`config.mk`:
```
export PLATFORM = sky130hd
export DESIGN_NAME = lru_page_tracker_top
export DESIGN_NICKNAME = d
export VERILOG_FILES = /design/src/sv/lrupt_pkg.sv /design/src/sv/lru_page_tracker_top.sv
export VERILOG_INCLUDE_DIRS = /design/src /design/src/sv
export SDC_FILE = /design/constraint.sdc
export NUM_CORES = 1
export LEC_CHECK = 0
export BUFFER_PORTS_ARGS = -buffer_cell sky130_fd_sc_hd__buf_2
export CORE_AREA = 2 2 137 206
export DETAILED_ROUTE_END_ITERATION = 16
export DIE_AREA = 0 0 139 208
export GPL_TIMING_DRIVEN = 0
export PLACE_DENSITY = 0.63
export SETUP_SLACK_MARGIN = 0.15
export SLEW_MARGIN = 40
export SYNTH_ARGS = -nofsm -noshare
export SYNTH_HDL_FRONTEND = slang
export SYNTH_SLANG_ARGS = --single-unit
```
`constraint.sdc`:
```
create_clock -name clock -period 5.13 [get_ports clock]
set_input_delay 1.026 -clock clock [delete_from_list [all_inputs] [get_ports clock]]
set_output_delay 1.026 -clock clock [all_outputs]
set_load 0.02 [all_outputs]
```
`src/sv/assert_macros.svh`:
```
// Assertion macros used by the RTL of the LRU page tracker.
`ifndef ASSERT_MACROS_SVH
`define ASSERT_MACROS_SVH

// Same-cycle implication, disabled while reset is high.
`define ASSERT_IMPLIES(label, clk, rst, ante, cons) \
   label: assert property (@(posedge clk) disable iff (rst) (ante) |-> (cons)) \
      else $error("assertion failed: same-cycle implication");

// Next-cycle implication, disabled while reset is high.
`define ASSERT_NEXT(label, clk, rst, ante, cons) \
   label: assert property (@(posedge clk) disable iff (rst) (ante) |=> (cons)) \
      else $error("assertion failed: next-cycle implication");

`endif

```
`src/sv/lrupt_pkg.sv`:
```
// Package: constants and command codes of the LRU page tracker.
package lrupt_pkg;

   localparam int CAPACITY_DEFAULT  = 16;
   localparam int PAGE_BITS_DEFAULT = 8;
   localparam int PAGE_FIELD_BITS   = 8;

   localparam logic CMD_TOUCH  = 1'b0;
   localparam logic CMD_INSERT = 1'b1;

endpackage

```
`src/sv/lru_page_tracker_top.sv`:
```
// Top level: LRU page tracker with a CAM of pages and per-slot recency ranks.
//
//  channel   direction  ports                                           handshake
//  req       in         req_command, req_page_number                    req_valid/req_ready
//  rsp       out        rsp_hit, rsp_evicted, rsp_evicted_page          rsp_valid/rsp_ready
//
// One transaction per cycle sustained while rsp_ready is held high. A request is captured in the
// input register when it is accepted; once the output register is free, all slots are compared
// at once, ranks and slots are updated and the result is loaded into the output register, which
// raises rsp_valid. The per-cycle work is bounded by the CAM compare plus the rank update.
// Synchronous reset empties the store; no clearing pass is needed.
// A stalled rsp holds the output register; the input register then fills and
// req_ready drops until rsp_ready returns.
`include "assert_macros.svh"

module lru_page_tracker_top #(
   parameter int CAPACITY         = lrupt_pkg::CAPACITY_DEFAULT,
   parameter int PAGE_NUMBER_BITS = lrupt_pkg::PAGE_BITS_DEFAULT
) (
   input  logic                                 clock,
   input  logic                                 reset,
   input  logic                                 req_valid,
   output logic                                 req_ready,
   input  logic                                 req_command,
   input  logic [lrupt_pkg::PAGE_FIELD_BITS-1:0] req_page_number,
   output logic                                 rsp_valid,
   input  logic                                 rsp_ready,
   output logic                                 rsp_hit,
   output logic                                 rsp_evicted,
   output logic [lrupt_pkg::PAGE_FIELD_BITS-1:0] rsp_evicted_page
);
   import lrupt_pkg::*;

   localparam int PB     = PAGE_NUMBER_BITS;
   localparam int FB     = PAGE_FIELD_BITS;
   localparam int RANK_W = $clog2(CAPACITY);
   localparam int OCC_W  = $clog2(CAPACITY + 1);
   localparam logic [RANK_W-1:0] RANK_LAST = RANK_W'(CAPACITY - 1);
   localparam logic [OCC_W-1:0]  OCC_FULL  = OCC_W'(CAPACITY);
   localparam logic [RANK_W:0]   RANK_NONE = (RANK_W + 1)'(CAPACITY);

   // input register
   logic          in_valid_ff;
   logic          in_cmd_ff;
   logic [PB-1:0] in_page_ff;

   // tracker state
   logic [PB-1:0]     entry_page_ff  [CAPACITY];
   logic [CAPACITY-1:0] entry_valid_ff;
   logic [RANK_W-1:0] recency_rank_ff [CAPACITY];
   logic [OCC_W-1:0]  occupancy_ff;

   // output register
   logic          rsp_valid_ff;
   logic          rsp_hit_ff;
   logic          rsp_evicted_ff;
   logic [FB-1:0] rsp_evicted_page_ff;

   // next-state values
   logic [CAPACITY-1:0] entry_valid_in;
   logic [RANK_W-1:0]   recency_rank_in [CAPACITY];
   logic [OCC_W-1:0]    occupancy_in;
   logic                rsp_hit_in;
   logic                rsp_evicted_in;
   logic [FB-1:0]       rsp_evicted_page_in;

   logic                advance;
   logic [PB-1:0]       req_page_masked;
   logic [PB+FB-1:0]    req_page_wide;
   logic [PB+FB-1:0]    victim_page_wide;
   logic [CAPACITY-1:0] match_vec;
   logic [CAPACITY-1:0] victim_vec;
   logic [CAPACITY-1:0] victim_oh;
   logic [CAPACITY-1:0] free_vec;
   logic [CAPACITY-1:0] free_oh;
   logic [CAPACITY-1:0] target_oh;
   logic [CAPACITY-1:0] page_write;
   logic [RANK_W-1:0]   hit_rank;
   logic [PB-1:0]       victim_page;
   logic [RANK_W:0]     old_rank;
   logic                is_hit;
   logic                is_full;
   logic                do_insert;

   // handshake: the input register moves on whenever the output register is free
   assign advance   = in_valid_ff && (!rsp_valid_ff || rsp_ready);
   assign req_ready = !in_valid_ff || advance;

   // page number kept in PAGE_NUMBER_BITS bits
   assign req_page_wide   = {{PB{1'b0}}, req_page_number};
   assign req_page_masked = req_page_wide[PB-1:0];

   // CAM compare, victim and free-slot search
   always_comb begin
      hit_rank    = '0;
      victim_page = '0;
      for (int i = 0; i < CAPACITY; i++) begin
         match_vec[i]  = entry_valid_ff[i] && (entry_page_ff[i] == in_page_ff);
         victim_vec[i] = entry_valid_ff[i] && (recency_rank_ff[i] == RANK_LAST);
         free_vec[i]   = !entry_valid_ff[i];
      end
      victim_oh = victim_vec & (~victim_vec + CAPACITY'(1));
      free_oh   = free_vec & (~free_vec + CAPACITY'(1));
      for (int i = 0; i < CAPACITY; i++) begin
         hit_rank    = hit_rank | (match_vec[i] ? recency_rank_ff[i] : '0);
         victim_page = victim_page | (victim_oh[i] ? entry_page_ff[i] : '0);
      end
   end

   assign is_hit    = |match_vec;
   assign is_full   = (occupancy_ff == OCC_FULL);
   assign do_insert = !is_hit && (in_cmd_ff == CMD_INSERT);
   // a touch miss ages nothing
   assign old_rank  = is_hit ? {1'b0, hit_rank} : (do_insert ? RANK_NONE : '0);

   always_comb begin
      if (is_hit) begin
         target_oh = match_vec;
      end else if (do_insert) begin
         target_oh = is_full ? victim_oh : free_oh;
      end else begin
         target_oh = '0;
      end
   end

   // only misses that insert write a page
   assign page_write = do_insert ? target_oh : '0;

   // promote: target goes to rank 0, younger valid slots age by one
   always_comb begin
      for (int i = 0; i < CAPACITY; i++) begin
         if (target_oh[i]) begin
            recency_rank_in[i] = '0;
         end else if (entry_valid_ff[i] && ({1'b0, recency_rank_ff[i]} < old_rank)) begin
            recency_rank_in[i] = recency_rank_ff[i] + RANK_W'(1);
         end else begin
            recency_rank_in[i] = recency_rank_ff[i];
         end
      end
   end

   always_comb begin
      entry_valid_in = entry_valid_ff | page_write;
      occupancy_in   = occupancy_ff;
      if (do_insert && !is_full) begin
         occupancy_in = occupancy_ff + OCC_W'(1);
      end
   end

   assign victim_page_wide    = {{FB{1'b0}}, victim_page};
   assign rsp_hit_in          = is_hit;
   assign rsp_evicted_in      = do_insert && is_full;
   assign rsp_evicted_page_in = rsp_evicted_in ? victim_page_wide[FB-1:0] : '0;

   // control registers
   always_ff @(posedge clock) begin
      if (reset) begin
         in_valid_ff    <= 1'b0;
         rsp_valid_ff   <= 1'b0;
         entry_valid_ff <= '0;
         occupancy_ff   <= '0;
         for (int i = 0; i < CAPACITY; i++) begin
            recency_rank_ff[i] <= '0;
         end
      end else begin
         if (req_ready) begin
            in_valid_ff <= req_valid;
         end
         if (advance) begin
            rsp_valid_ff   <= 1'b1;
            entry_valid_ff <= entry_valid_in;
            occupancy_ff   <= occupancy_in;
            for (int i = 0; i < CAPACITY; i++) begin
               recency_rank_ff[i] <= recency_rank_in[i];
            end
         end else if (rsp_ready) begin
            rsp_valid_ff <= 1'b0;
         end
      end
   end

   // payload registers
   always_ff @(posedge clock) begin
      if (req_valid && req_ready) begin
         in_cmd_ff  <= req_command;
         in_page_ff <= req_page_masked;
      end
      if (advance) begin
         rsp_hit_ff          <= rsp_hit_in;
         rsp_evicted_ff      <= rsp_evicted_in;
         rsp_evicted_page_ff <= rsp_evicted_page_in;
         for (int i = 0; i < CAPACITY; i++) begin
            if (page_write[i]) begin
               entry_page_ff[i] <= in_page_ff;
            end
         end
      end
   end

   assign rsp_valid        = rsp_valid_ff;
   assign rsp_hit          = rsp_hit_ff;
   assign rsp_evicted      = rsp_evicted_ff;
   assign rsp_evicted_page = rsp_evicted_page_ff;

   `ASSERT_IMPLIES(a_occ_matches_valid, clock, reset, 1'b1, ($countones(entry_valid_ff) == 32'(occupancy_ff)))
   `ASSERT_IMPLIES(a_occ_bounded, clock, reset, 1'b1, (occupancy_ff <= OCC_FULL))
   `ASSERT_IMPLIES(a_evict_not_hit, clock, reset, rsp_valid_ff && rsp_evicted_ff, !rsp_hit_ff)
   `ASSERT_IMPLIES(a_target_onehot, clock, reset, advance, $onehot0(target_oh))
   `ASSERT_NEXT(a_evict_stays_full, clock, reset, advance && rsp_evicted_in, (occupancy_ff == OCC_FULL))

endmodule
```
==> metrics.yaml, run 1 <==
clock_tree:
  cts_tree: "done"
  cts_resized: 0
  cts_made_buffers: 25
  cts_buffer_depth: 3
  cts.clk_slew.worst_paths_ps: 60
  worstSkewPairLatency_ps: 550
  cts.sinks: 234
  htreeDepth: 1
  root_buffer: "clkbuf_16"
floorplanning:
  core_region_area_um2: 27000
  die_w_um: 139
  rows: 74
  top_level_ports: 25
  initial_utilization_pct: 49.4
  dieArea_um2: 28900
  die_h_um: 208
pwr:
  switching_share_pct: 22.8
  seqPwrFrac_pct: 49.4
  clkPwrFrac_pct: 43.7
  p_per_area_nw_per_um2: 300
  p_comb_share_pct: 6.8
  vdd_drop_max_v: 0.000250
  switching_power_uw: 1020
  p_int_uw: 3440
  p_leak_uw: 0.00512
worst_setup_path:
  endpoint_kind: "flip-flop"
  cp.required_ps: 5320
  crit_fanout: 17
  cp_slowest_stage_delay_ps: 760
  crit_chain: "buf_4 -> buf_6 -> xor2_1 -> nor4_1 -> and4_1 -> clkbuf_1 -> a221oi_1 -> nand3_1 -> nor2_4 -> ha_1 -> and3_1 -> a221oi_1 -> a21oi_1 -> o22ai_1"
  path_class: "flip-flop to flip-flop"
  cp_slowest_cell: "edfxtp_1"
  worstSetupStartpointType: "flip-flop"
  crit_arrival_ps: 4970
  crit_top_cell: "a221oi_1"
finish:
  final_cell_mix: "edfxtp_1 (211), nor2_1 (92), xnor2_1 (91)"
  drive_above_1_share_pct: 10.7
  fin_nets: 1299
  diodes: 0
  synthToLayoutAreaGrowth_pct: 11.2
  final_common_cell: "edfxtp_1"
  fin_util_pct: 54.9
  fin_cells: 1580
timing:
  rsz0062_at_grt: "no"
  period_needed_ps: 4770
  fmax_mhz: 209
  skew_ps: 21.8
  setup_tns_ps: 0
  holdWs_ps: 492
  worst_pin_slew_ps: 854
  fin_crit_sh_pct: 93.1
  slew_headroom_pct: 42.8
  finalSetupViolations: 0
  hold_viol_final: 0
  worst_slack_ps: 356
  slew_viol_final: 0
logic_synthesis:
  synth-seq-area-share_pct: 50.9
  synth_edf_count: 211
  synth_fp_nets: 1243
  syn_inst: 1164
  async_reset_ff_share_pct: 0
  syn_avg_cell_area_um2: 11.5
  synth_area_um2: 13400
  ys_warn_count: 0
  synth_seq_cells: 234
  ys.flop_type: "edfxtp_1"
  synth_cell_type_count: 70
place:
  hpwlAfterDp_um: 31000
  gp_congestion: 0.999
  portBuffers: 24
  dp_cells: 1530
  place_ws_ps: 300
grt:
  use_met3_pct: 3.59
  grt_pass1_vias: 10000
  grt-ovfl-total: 0
  grt_pass1_wl_um: 61000
  grt_usage_pct: 28.0
  grt_busiest_layer: "met2"
  grt_max_degree: 20
  met1_usage_pct: 32.3
  antenna_found_initial: 0
  grtUsageMet2_pct: 49.0
flow_run:
  drv_cap: 0
route:
  drc: 0
  dr.first_iter.drc_count: 1031
  route.final.wire_length_um: 40900
  vias_per_cell: 6.48
  vias: 10245
  first_pass_iters: 5
  wl_per_cell_um: 25.9
  antenna_left: 0
outcome:
  status: "completed"
hold_path:
  hold_class: "flip-flop to flip-flop"
stage by stage:
| step | power (µW) | cell area, µm² |
|---|---|---|
| 2_1_floorplan | 2420 | 13400 |
| 3_3_place_gp | 2530 | 13900 |
| 3_5_place_dp | 2540 | 13900 |
| 4_1_cts | 4470 | 14800 |
| 5_1_grt | 4580 | 14900 |
| 6_report | 4460 | 14900 |
synthesized netlist by cell type, types with 4 or more instances:
cell	instances	area (µm²)
nor2_1	95	357
edfxtp_1	211	6340
buf_2	11	55.1
o21ai_0	14	70.1
a211oi_1	10	75.1
o211a_1	4	40.0
dfxtp_1	23	460
nor2b_1	4	25.0
nand4_1	40	250
or3_1	16	100
nor3b_1	4	30.0
a211o_1	8	70.1
a2111oi_1	11	110
a21o_1	9	67.6
and3_1	10	62.6
o21a_1	8	60.1
nor4_2	4	50.1
o211ai_1	10	75.1
xnor2_1	91	797
a22oi_1	40	300
nand3_1	47	235
nor3_2	11	110
o21ai_1	7	35.0
and4_1	8	70.1
and2_1	20	125
o221ai_1	5	43.8
buf_6	7	78.8
a31oi_1	14	87.6
nand2_1	43	161
nor4_1	10	62.6
clkbuf_1	17	63.8
a21oi_1	36	180
a221oi_1	22	193
nand3b_1	5	37.5
buf_1	4	15.0
xor2_1	69	604
ha_1	66	826
nor3_1	32	160
nand2b_1	5	31.3
buf_4	12	90.1
inv_1	40	150
a22o_1	17	149
registers in the layout (all words and copies together) (netlist names):
register,cells
in_cmd_ff,1
occupancy_ff,5
entry_valid_ff,16
entry_page_ff,128
rsp_evicted,1
rsp_hit,1
in_valid_ff,1
recency_rank_ff,64
in_page_ff,8
rsp_evicted_page,8
rsp_valid,1
kinds of logic after synthesis:
logic type | synth area share [%]
buffers and inverters | 3.39
DFF | 50.9
and+or+nand+nor | 15.5
adders and majority gates | 6.18
xor gates and xnor gates | 10.5
AOI/OAI and AO/OA | 13.5
power by group through the flow:
stage               registers (µW)  clock network [µW]  logic (µW)
detailed placement            2240                   0         295
global route                  2200                2040         336
CTS                           2200                1960         298
global placement              2240                   0         289
floorplan                     2210                   0         213
finish                        2200                1950         305
worst max-delay path, delay by kind of cell (launching register included):
family                   cells  cell delay (ps)
XOR/XNOR                     1              150
AND/OR/NAND/NOR              5             1230
buffers and inverters        3              810
AO/OA/AOI/OAI                4             1130
flip-flops                   1              760
adder cells (fa/ha/maj)      1              340
what timing repair did:
item                                    in CTS  in global routing
hold buffers                                 0                  0
buffers inserted                             0                  5
endpoints found under the setup margin       0                 12
metal layers:
layer / vias up / routed length [µm]
met5: - / 0
met4: 0 / 2800
met3: 152 / 2560
met2: 471 / 20700
met1: 5034 / 14900
li1: 4588 / -
final timing paths:
path,end,slack [ps],cells after the start,start
worst max-delay path,recency_rank_ff[1][31]$_SDFFCE_PN0P_,360,14,in_page_ff[1]$_DFFE_PP_
worst min-delay path,entry_page_ff[0][10]$_DFFE_PP_,490,0,in_page_ff[2]$_DFFE_PP_
worst max register to register,recency_rank_ff[1][31]$_SDFFCE_PN0P_,360,14,in_page_ff[1]$_DFFE_PP_
worst min register to register,entry_page_ff[0][10]$_DFFE_PP_,490,0,in_page_ff[2]$_DFFE_PP_
area by class of cell:
type,count,area [µm²]
Fill cell,2354,12200
Sequential cell,234,6800
Buffer,51,304
Clock inverter,9,173
Tap cell,342,428
Timing Repair Buffer,29,158
Clock buffer,36,697
Multi-Input combinational cell,839,6150
Inverter,40,150
Power figures use the tool's default switching activity.
==> run 2, diff against run 1 <==
--- a/config.mk
+++ b/config.mk
@@ -6,12 +6,13 @@
 export SDC_FILE = /design/constraint.sdc
 export NUM_CORES = 1
 export LEC_CHECK = 0
-export BUFFER_PORTS_ARGS = -buffer_cell sky130_fd_sc_hd__buf_2
+export BUFFER_PORTS_ARGS = -buffer_cell sky130_fd_sc_hd__buf_4
 export CORE_AREA = 2 2 137 206
 export DETAILED_ROUTE_END_ITERATION = 16
 export DIE_AREA = 0 0 139 208
 export GPL_TIMING_DRIVEN = 0
 export PLACE_DENSITY = 0.63
+export REMOVE_ABC_BUFFERS = 1
 export SETUP_SLACK_MARGIN = 0.15
 export SLEW_MARGIN = 40
 export SYNTH_ARGS = -nofsm -noshare
==> run 2 against run 1 <==
Setup slack better by 440 ps; cell count is 1.7% lower; non-clock buffer count is 25 lower; sequential share of layout area is 0.15 points lower.
==> metrics.yaml, run 2 (synthesized netlist as in run 1, its figures left out) <==
route:
  dr.first_iter.drc_count: 835
  drc: 0
  wl_per_cell_um: 23.5
  antenna_left: 0
  first_pass_iters: 6
  vias: 9761
  vias_per_cell: 6.29
  route.final.wire_length_um: 36500
grt:
  grt-ovfl-total: 0
  grt_usage_pct: 25.0
  grt_max_degree: 40
  grt_pass1_wl_um: 56400
  antenna_found_initial: 0
  grt_pass1_vias: 9521
clock_tree:
  htreeDepth: 1
  cts_tree: "done"
  cts.sinks: 234
  cts_hold_buf: 0
  cts_made_buffers: 24
  cts_setup_buffers: 0
  cts_resized: 0
  worstSkewPairLatency_ps: 540
  cts.clk_slew.worst_paths_ps: 60
  root_buffer: "clkbuf_16"
  cts_buffer_depth: 3
worst_setup_path:
  crit_chain: "buf_6 -> xor2_1 -> nor4_1 -> and4_1 -> a22oi_1 -> nand3_1 -> nor2_4 -> buf_8 -> ha_1 -> a211o_1 -> a21oi_1 -> a221oi_1 -> o221ai_1"
  worst-path-stages: 13
  r2r-end: "recency_rank_ff[1][27]$_SDFFCE_PN0P_"
  cp.required_ps: 5300
  endpoint: "recency_rank_ff[1][27]$_SDFFCE_PN0P_"
  endpoint_kind: "flip-flop"
  crit_family: "simple AND/OR/NAND/NOR gates"
  crit_buf_inv: 2
  path_class: "flip-flop to flip-flop"
  rrSetupSlack_ps: 790
  cp_slowest_stage_delay_ps: 600
  crit_arrival_ps: 4510
  r2r_start: "in_page_ff[6]$_DFFE_PP_"
  critPathLaunch: "in_page_ff[6]$_DFFE_PP_"
  worstSetupStartpointType: "flip-flop"
  crit_fanout: 13
  reg2reg_depth: 13
  cp_slowest_cell: "edfxtp_1"
pwr:
  vdd_drop_max_v: 0.000314
  p_leak_uw: 0.00512
  p_per_area_nw_per_um2: 292
timing:
  worst_pin_slew_ps: 877
  hold_viol_final: 0
  rsz0062_at_grt: "no"
  period_needed_ps: 4340
  skew_ps: 22.1
  slew_viol_final: 0
  fin_crit_sh_pct: 84.6
  slew_headroom_pct: 41.4
  setup_tns_ps: 0
  finalSetupViolations: 0
  fmax_mhz: 231
floorplanning:
  die_w_um: 139
  core_region_area_um2: 27000
  die_h_um: 208
  dieArea_um2: 28900
  rows: 74
  initial_utilization_pct: 49.4
  top_level_ports: 25
flow_run:
  drv_cap: 0
finish:
  fin_util_pct: 55.1
  largestRegisters: "entry_page_ff (128), recency_rank_ff (64), entry_valid_ff (16)"
  drive_above_1_share_pct: 11.3
  final_area_um2: 14900
  top_register: "entry_page_ff"
  synthToLayoutAreaGrowth_pct: 11.6
  final_cell_mix: "edfxtp_1 (211), xnor2_1 (91), nor2_1 (91)"
  final_common_cell: "edfxtp_1"
  fin_nets: 1273
  largest_reg_flops: 128
  diodes: 0
outcome:
  status: "completed"
place:
  gp_congestion: 0.918
  place_area_um2: 14100
  hpwlAfterDp_um: 27100
  portBuffers: 24
hold_path:
  hold_class: "flip-flop to flip-flop"
run 2: changes by cell type in the layout (fill, tap and decap cells not counted), moves of 3 or more:
cell | before | now
buf_2 | 36 | 6
clkinv_4 | 0 | 3
clkbuf_8 | 3 | 0
buf_4 | 17 | 27
clkbuf_1 | 25 | 0
buf_1 | 3 | 0
buf_6 | 7 | 21
run 2: area by class of cell:
class                   count  area [µm²]
clock buffers              25         626
clock inverters            18         218
fillers                  2329       12100
inverters                  40         150
multi-input cells         839        6200
flip-flops and latches    234        6800
well taps                 342         428
repair buffers             55         484
run 2: worst min-delay path: cells and delay by family, from the launching register on:
family / cells / cell delay, ps
and+or+nand+nor: 2 / 140
DFF: 1 / 330
run 2: worst min-delay path by stage:
stage / end / slack (ps) / depth (start not counted) / start
floorplan: entry_valid_ff[15]$_SDFFE_PP0P_ / 460 / 2 / entry_valid_ff[15]$_SDFFE_PP0P_
global placement: rsp_valid$_SDFFE_PP0P_ / 500 / 2 / in_valid_ff$_SDFFE_PP0N_
detailed placement: rsp_valid$_SDFFE_PP0P_ / 510 / 2 / in_valid_ff$_SDFFE_PP0N_
CTS: rsp_valid$_SDFFE_PP0P_ / 520 / 2 / in_valid_ff$_SDFFE_PP0N_
global route: rsp_valid$_SDFFE_PP0P_ / 570 / 2 / in_valid_ff$_SDFFE_PP0N_
finish: rsp_valid$_SDFFE_PP0P_ / 520 / 2 / in_valid_ff$_SDFFE_PP0N_
run 2: stage by stage:
step | cells | total power [µW] | hold slack (ps) | worst slack [ps]
detailed placement | 1509 | 2530 | 512 | 846
CTS | 1552 | 4380 | 520 | 830
global route | 1553 | 4490 | 571 | 589
global placement | 1479 | 2510 | 503 | -1590
floorplan | 1113 | 2400 | 462 | 782
finish | 1553 | 4350 | 519 | 792
run 2: layer usage:
metal,track usage (%),wire [µm],vias up
li1,-,-,4536
met2,41.9,17600,376
met3,2.69,1860,102
met5,0,0,-
met4,13.5,2210,0
met1,31.7,14900,4747
run 2: report_power, final:
group	internal, µW	switching [µW]	total, µW
sequential	2120	72.9	2200
clock	1090	764	1860
combinational	127	169	295
==> run 3, diff against run 2 <==
--- a/config.mk
+++ b/config.mk
@@ -6,12 +6,13 @@
 export SDC_FILE = /design/constraint.sdc
 export NUM_CORES = 1
 export LEC_CHECK = 0
+export ABC_AREA = 1
 export BUFFER_PORTS_ARGS = -buffer_cell sky130_fd_sc_hd__buf_4
-export CORE_AREA = 2 2 137 206
+export CORE_AREA = 2 2 144 216
 export DETAILED_ROUTE_END_ITERATION = 16
-export DIE_AREA = 0 0 139 208
+export DIE_AREA = 0 0 146 218
 export GPL_TIMING_DRIVEN = 0
-export PLACE_DENSITY = 0.63
+export PLACE_DENSITY = 0.65
 export REMOVE_ABC_BUFFERS = 1
 export SETUP_SLACK_MARGIN = 0.15
 export SLEW_MARGIN = 40
==> constraint.sdc (replaced) <==
create_clock -name clock -period 3.5 [get_ports clock]
set_input_delay 0.7 -clock clock [delete_from_list [all_inputs] [get_ports clock]]
set_output_delay 0.7 -clock clock [all_outputs]
set_load 0.02 [all_outputs]
==> run 3 against run 2 <==
The run now ends with negative setup slack left; die area increased by 10%; synthesized area increased by 10%; core utilization increased by 7.5 points; via count increased by 42%; combinational power increased by 130%.
==> metrics.yaml, run 3 <==
outcome:
  status: "finished, violations left"
  failed_checks: "negative setup slack"
flow_run:
  drv_cap: 0
route:
  vias_per_cell: 5.75
  drc: 0
  vias: 13869
  antenna_left: 0
  wl_per_cell_um: 22.1
  first_pass_iters: 8
  route.final.wire_length_um: 53200
  dr.first_iter.drc_count: 1532
timing:
  slew_viol_final: 0
  fmax_mhz: 270
  skew_ps: 25.4
  rsz0062_at_grt: "yes"
  fin_crit_sh_pct: 106
  worst_slack_ps: -205
  slew_headroom_pct: 51.4
  setup_tns_ps: -5380
  hold_viol_final: 0
  finalSetupViolations: 60
  worst_pin_slew_ps: 726
  period_needed_ps: 3700
logic_synthesis:
  synth_most_common_cell: "nand2_1"
  synth.top_cells.by_count: "nand2_1 (526), nor2_1 (256), inv_1 (241), edfxtp_1 (211), nand3_1 (97)"
  synth-seq-area-share_pct: 46.1
  ys.flop_type: "edfxtp_1"
  synth_area_leaders: "edfxtp_1 (43%), nand2_1 (13%), nor2_1 (6.5%)"
  syn_inst: 1839
  synth_top_area_share_pct: 42.9
  yosys.area.top_type: "edfxtp_1"
  async_reset_ff_share_pct: 0
  synth_edf_count: 211
  syn_avg_cell_area_um2: 8.02
  synth_area_um2: 14800
  synth_seq_cells: 234
  ys_warn_count: 0
  synth_cell_type_count: 55
grt:
  grt_pass1_wl_um: 77700
  antenna_found_initial: 0
  grt_max_degree: 26
  grt-ovfl-total: 0
  grt_pass1_vias: 13308
  grt_usage_pct: 32.4
worst_setup_path:
  crit_buf_inv: 5
  reg2reg_depth: 22
  cp.required_ps: 3760
  crit_chain: "buf_6 -> buf_4 -> xor2_1 -> nor2_4 -> nand3b_4 -> nor2_4 -> nand2_2 -> nand2_2 -> a221oi_4 -> nand4_1 -> nor2_4 -> buf_4 -> buf_6 -> buf_16 -> ha_4 -> a21oi_2 -> o21bai_1 -> a21oi_1 -> nand2_1 -> nand2_1 -> nand2_1 -> nand2_2"
  crit_arrival_ps: 3960
  endpoint_kind: "flip-flop"
  cp_slowest_stage_delay_ps: 400
  endpoint: "recency_rank_ff[1][5]$_SDFFCE_PP0P_"
  cp_slowest_cell: "edfxtp_1"
  worstSetupStartpointType: "flip-flop"
  r2r_start: "in_page_ff[7]$_DFFE_PP_"
  rrSetupSlack_ps: -200
  crit_fanout: 10
  r2r-end: "recency_rank_ff[1][5]$_SDFFCE_PP0P_"
  worst-path-stages: 22
  critPathLaunch: "in_page_ff[7]$_DFFE_PP_"
  crit_family: "simple AND/OR/NAND/NOR gates"
  path_class: "flip-flop to flip-flop"
clock_tree:
  cts_hold_buf: 0
  cts.clk_slew.worst_paths_ps: 60
  cts_buffer_depth: 3
  root_buffer: "clkbuf_16"
  cts_tree: "done"
  cts.sinks: 234
  cts_made_buffers: 25
  worstSkewPairLatency_ps: 560
  htreeDepth: 1
finish:
  largest_reg_flops: 128
  synthToLayoutAreaGrowth_pct: 27.6
  fin_nets: 2073
  final_cell_mix: "nand2_1 (488), inv_1 (231), nor2_1 (222)"
  top_register: "entry_page_ff"
  diodes: 0
  final_common_cell: "nand2_1"
  fin_util_pct: 62.6
  largestRegisters: "entry_page_ff (128), recency_rank_ff (64), entry_valid_ff (16)"
  final_area_um2: 18800
  fin_cells: 2411
  drive_above_1_share_pct: 20.3
floorplanning:
  dieArea_um2: 31800
  rows: 78
  top_level_ports: 25
  die_h_um: 218
  initial_utilization_pct: 49.1
  die_w_um: 146
  core_region_area_um2: 30100
hold_path:
  hold_class: "primary input to flip-flop"
place:
  gp_congestion: 0.972
  portBuffers: 24
  place_area_um2: 15500
  place_ws_ps: -1560
  hpwlAfterDp_um: 35200
  dp_cells: 2250
pwr:
  p_per_area_nw_per_um2: 345
  vdd_drop_max_v: 0.000390
  p_leak_uw: 0.00821
==> run 3: cell count changes after synthesis, sizes merged, moves of 13 or more <==
cell,change
inv,+212
o21ai,+17
o21bai,+20
a21oi,+64
nor3,-13
nand3,+58
xnor2,-75
nand2,+487
or3,-16
a22oi,-40
nor2,+174
xor2,-41
and2,-18
==> run 3: how the worst min path moves through the flow <==
stage	from	endpoint	slack, ps	depth (start not counted)
finish	req_command	in_cmd_ff$_DFFE_PP_	320	1
global route	req_command	in_cmd_ff$_DFFE_PP_	310	1
CTS	req_command	in_cmd_ff$_DFFE_PP_	300	1
detailed placement	entry_valid_ff[15]$_SDFFE_PP0P_	entry_valid_ff[15]$_SDFFE_PP0P_	460	2
global placement	entry_valid_ff[15]$_SDFFE_PP0P_	entry_valid_ff[15]$_SDFFE_PP0P_	460	2
floorplan	entry_valid_ff[15]$_SDFFE_PP0P_	entry_valid_ff[15]$_SDFFE_PP0P_	450	2
==> run 3: area by class of cell <==
type | count | area [µm²]
Timing Repair Buffer | 154 | 1690
Fill cell | 2624 | 11200
Timing Repair inverter | 8 | 116
Clock inverter | 12 | 114
Clock buffer | 32 | 652
Tap cell | 400 | 500
Sequential cell | 234 | 6800
Multi-Input combinational cell | 1319 | 7890
Inverter | 252 | 1070
==> run 3: per-stage QoR <==
step	hold slack (ps)	power [µW]
floorplan	447	3540
global placement	459	3710
detailed placement	460	3760
CTS	303	6450
global route	309	6670
finish	319	6500
==> run 3: repair_timing <==
| action | 4_1_cts | 5_1_grt |
|---|---|---|
| cloned | 10 | 3 |
| setup endpoints to repair | 286 | 216 |
| resized for setup | 183 | 118 |
| pin swaps | 66 | 80 |
| setup buffers | 62 | 42 |
==> run 3: logic make-up (layout without fill, tap and decap cells) <==
family / after synthesis / count (layout) / share of synthesized area (%)
buf+inv: 289 / 458 / 8.15
fa+ha+maj: 66 / 66 / 5.60
simple gates: 989 / 992 / 28.4
flops: 234 / 234 / 46.1
xor+xnor: 44 / 44 / 2.61
compound gates: 216 / 216 / 9.10
mux: 1 / 1 / 0.0678
==> run 3: report_power, final <==
group	internal [µW]	total [µW]	switching, µW
combinational	269	690	422
sequential	3110	3210	97.7
clock	1460	2600	1140
==> run 3: metal layers <==
metal  vias up  track usage [%]  wire [µm]
met5         -                0          0
met3       267             4.18       3880
li1       6414                -          -
met1      6421             36.0      18600
met4         0             26.4       5260
met2       767             55.8      25500
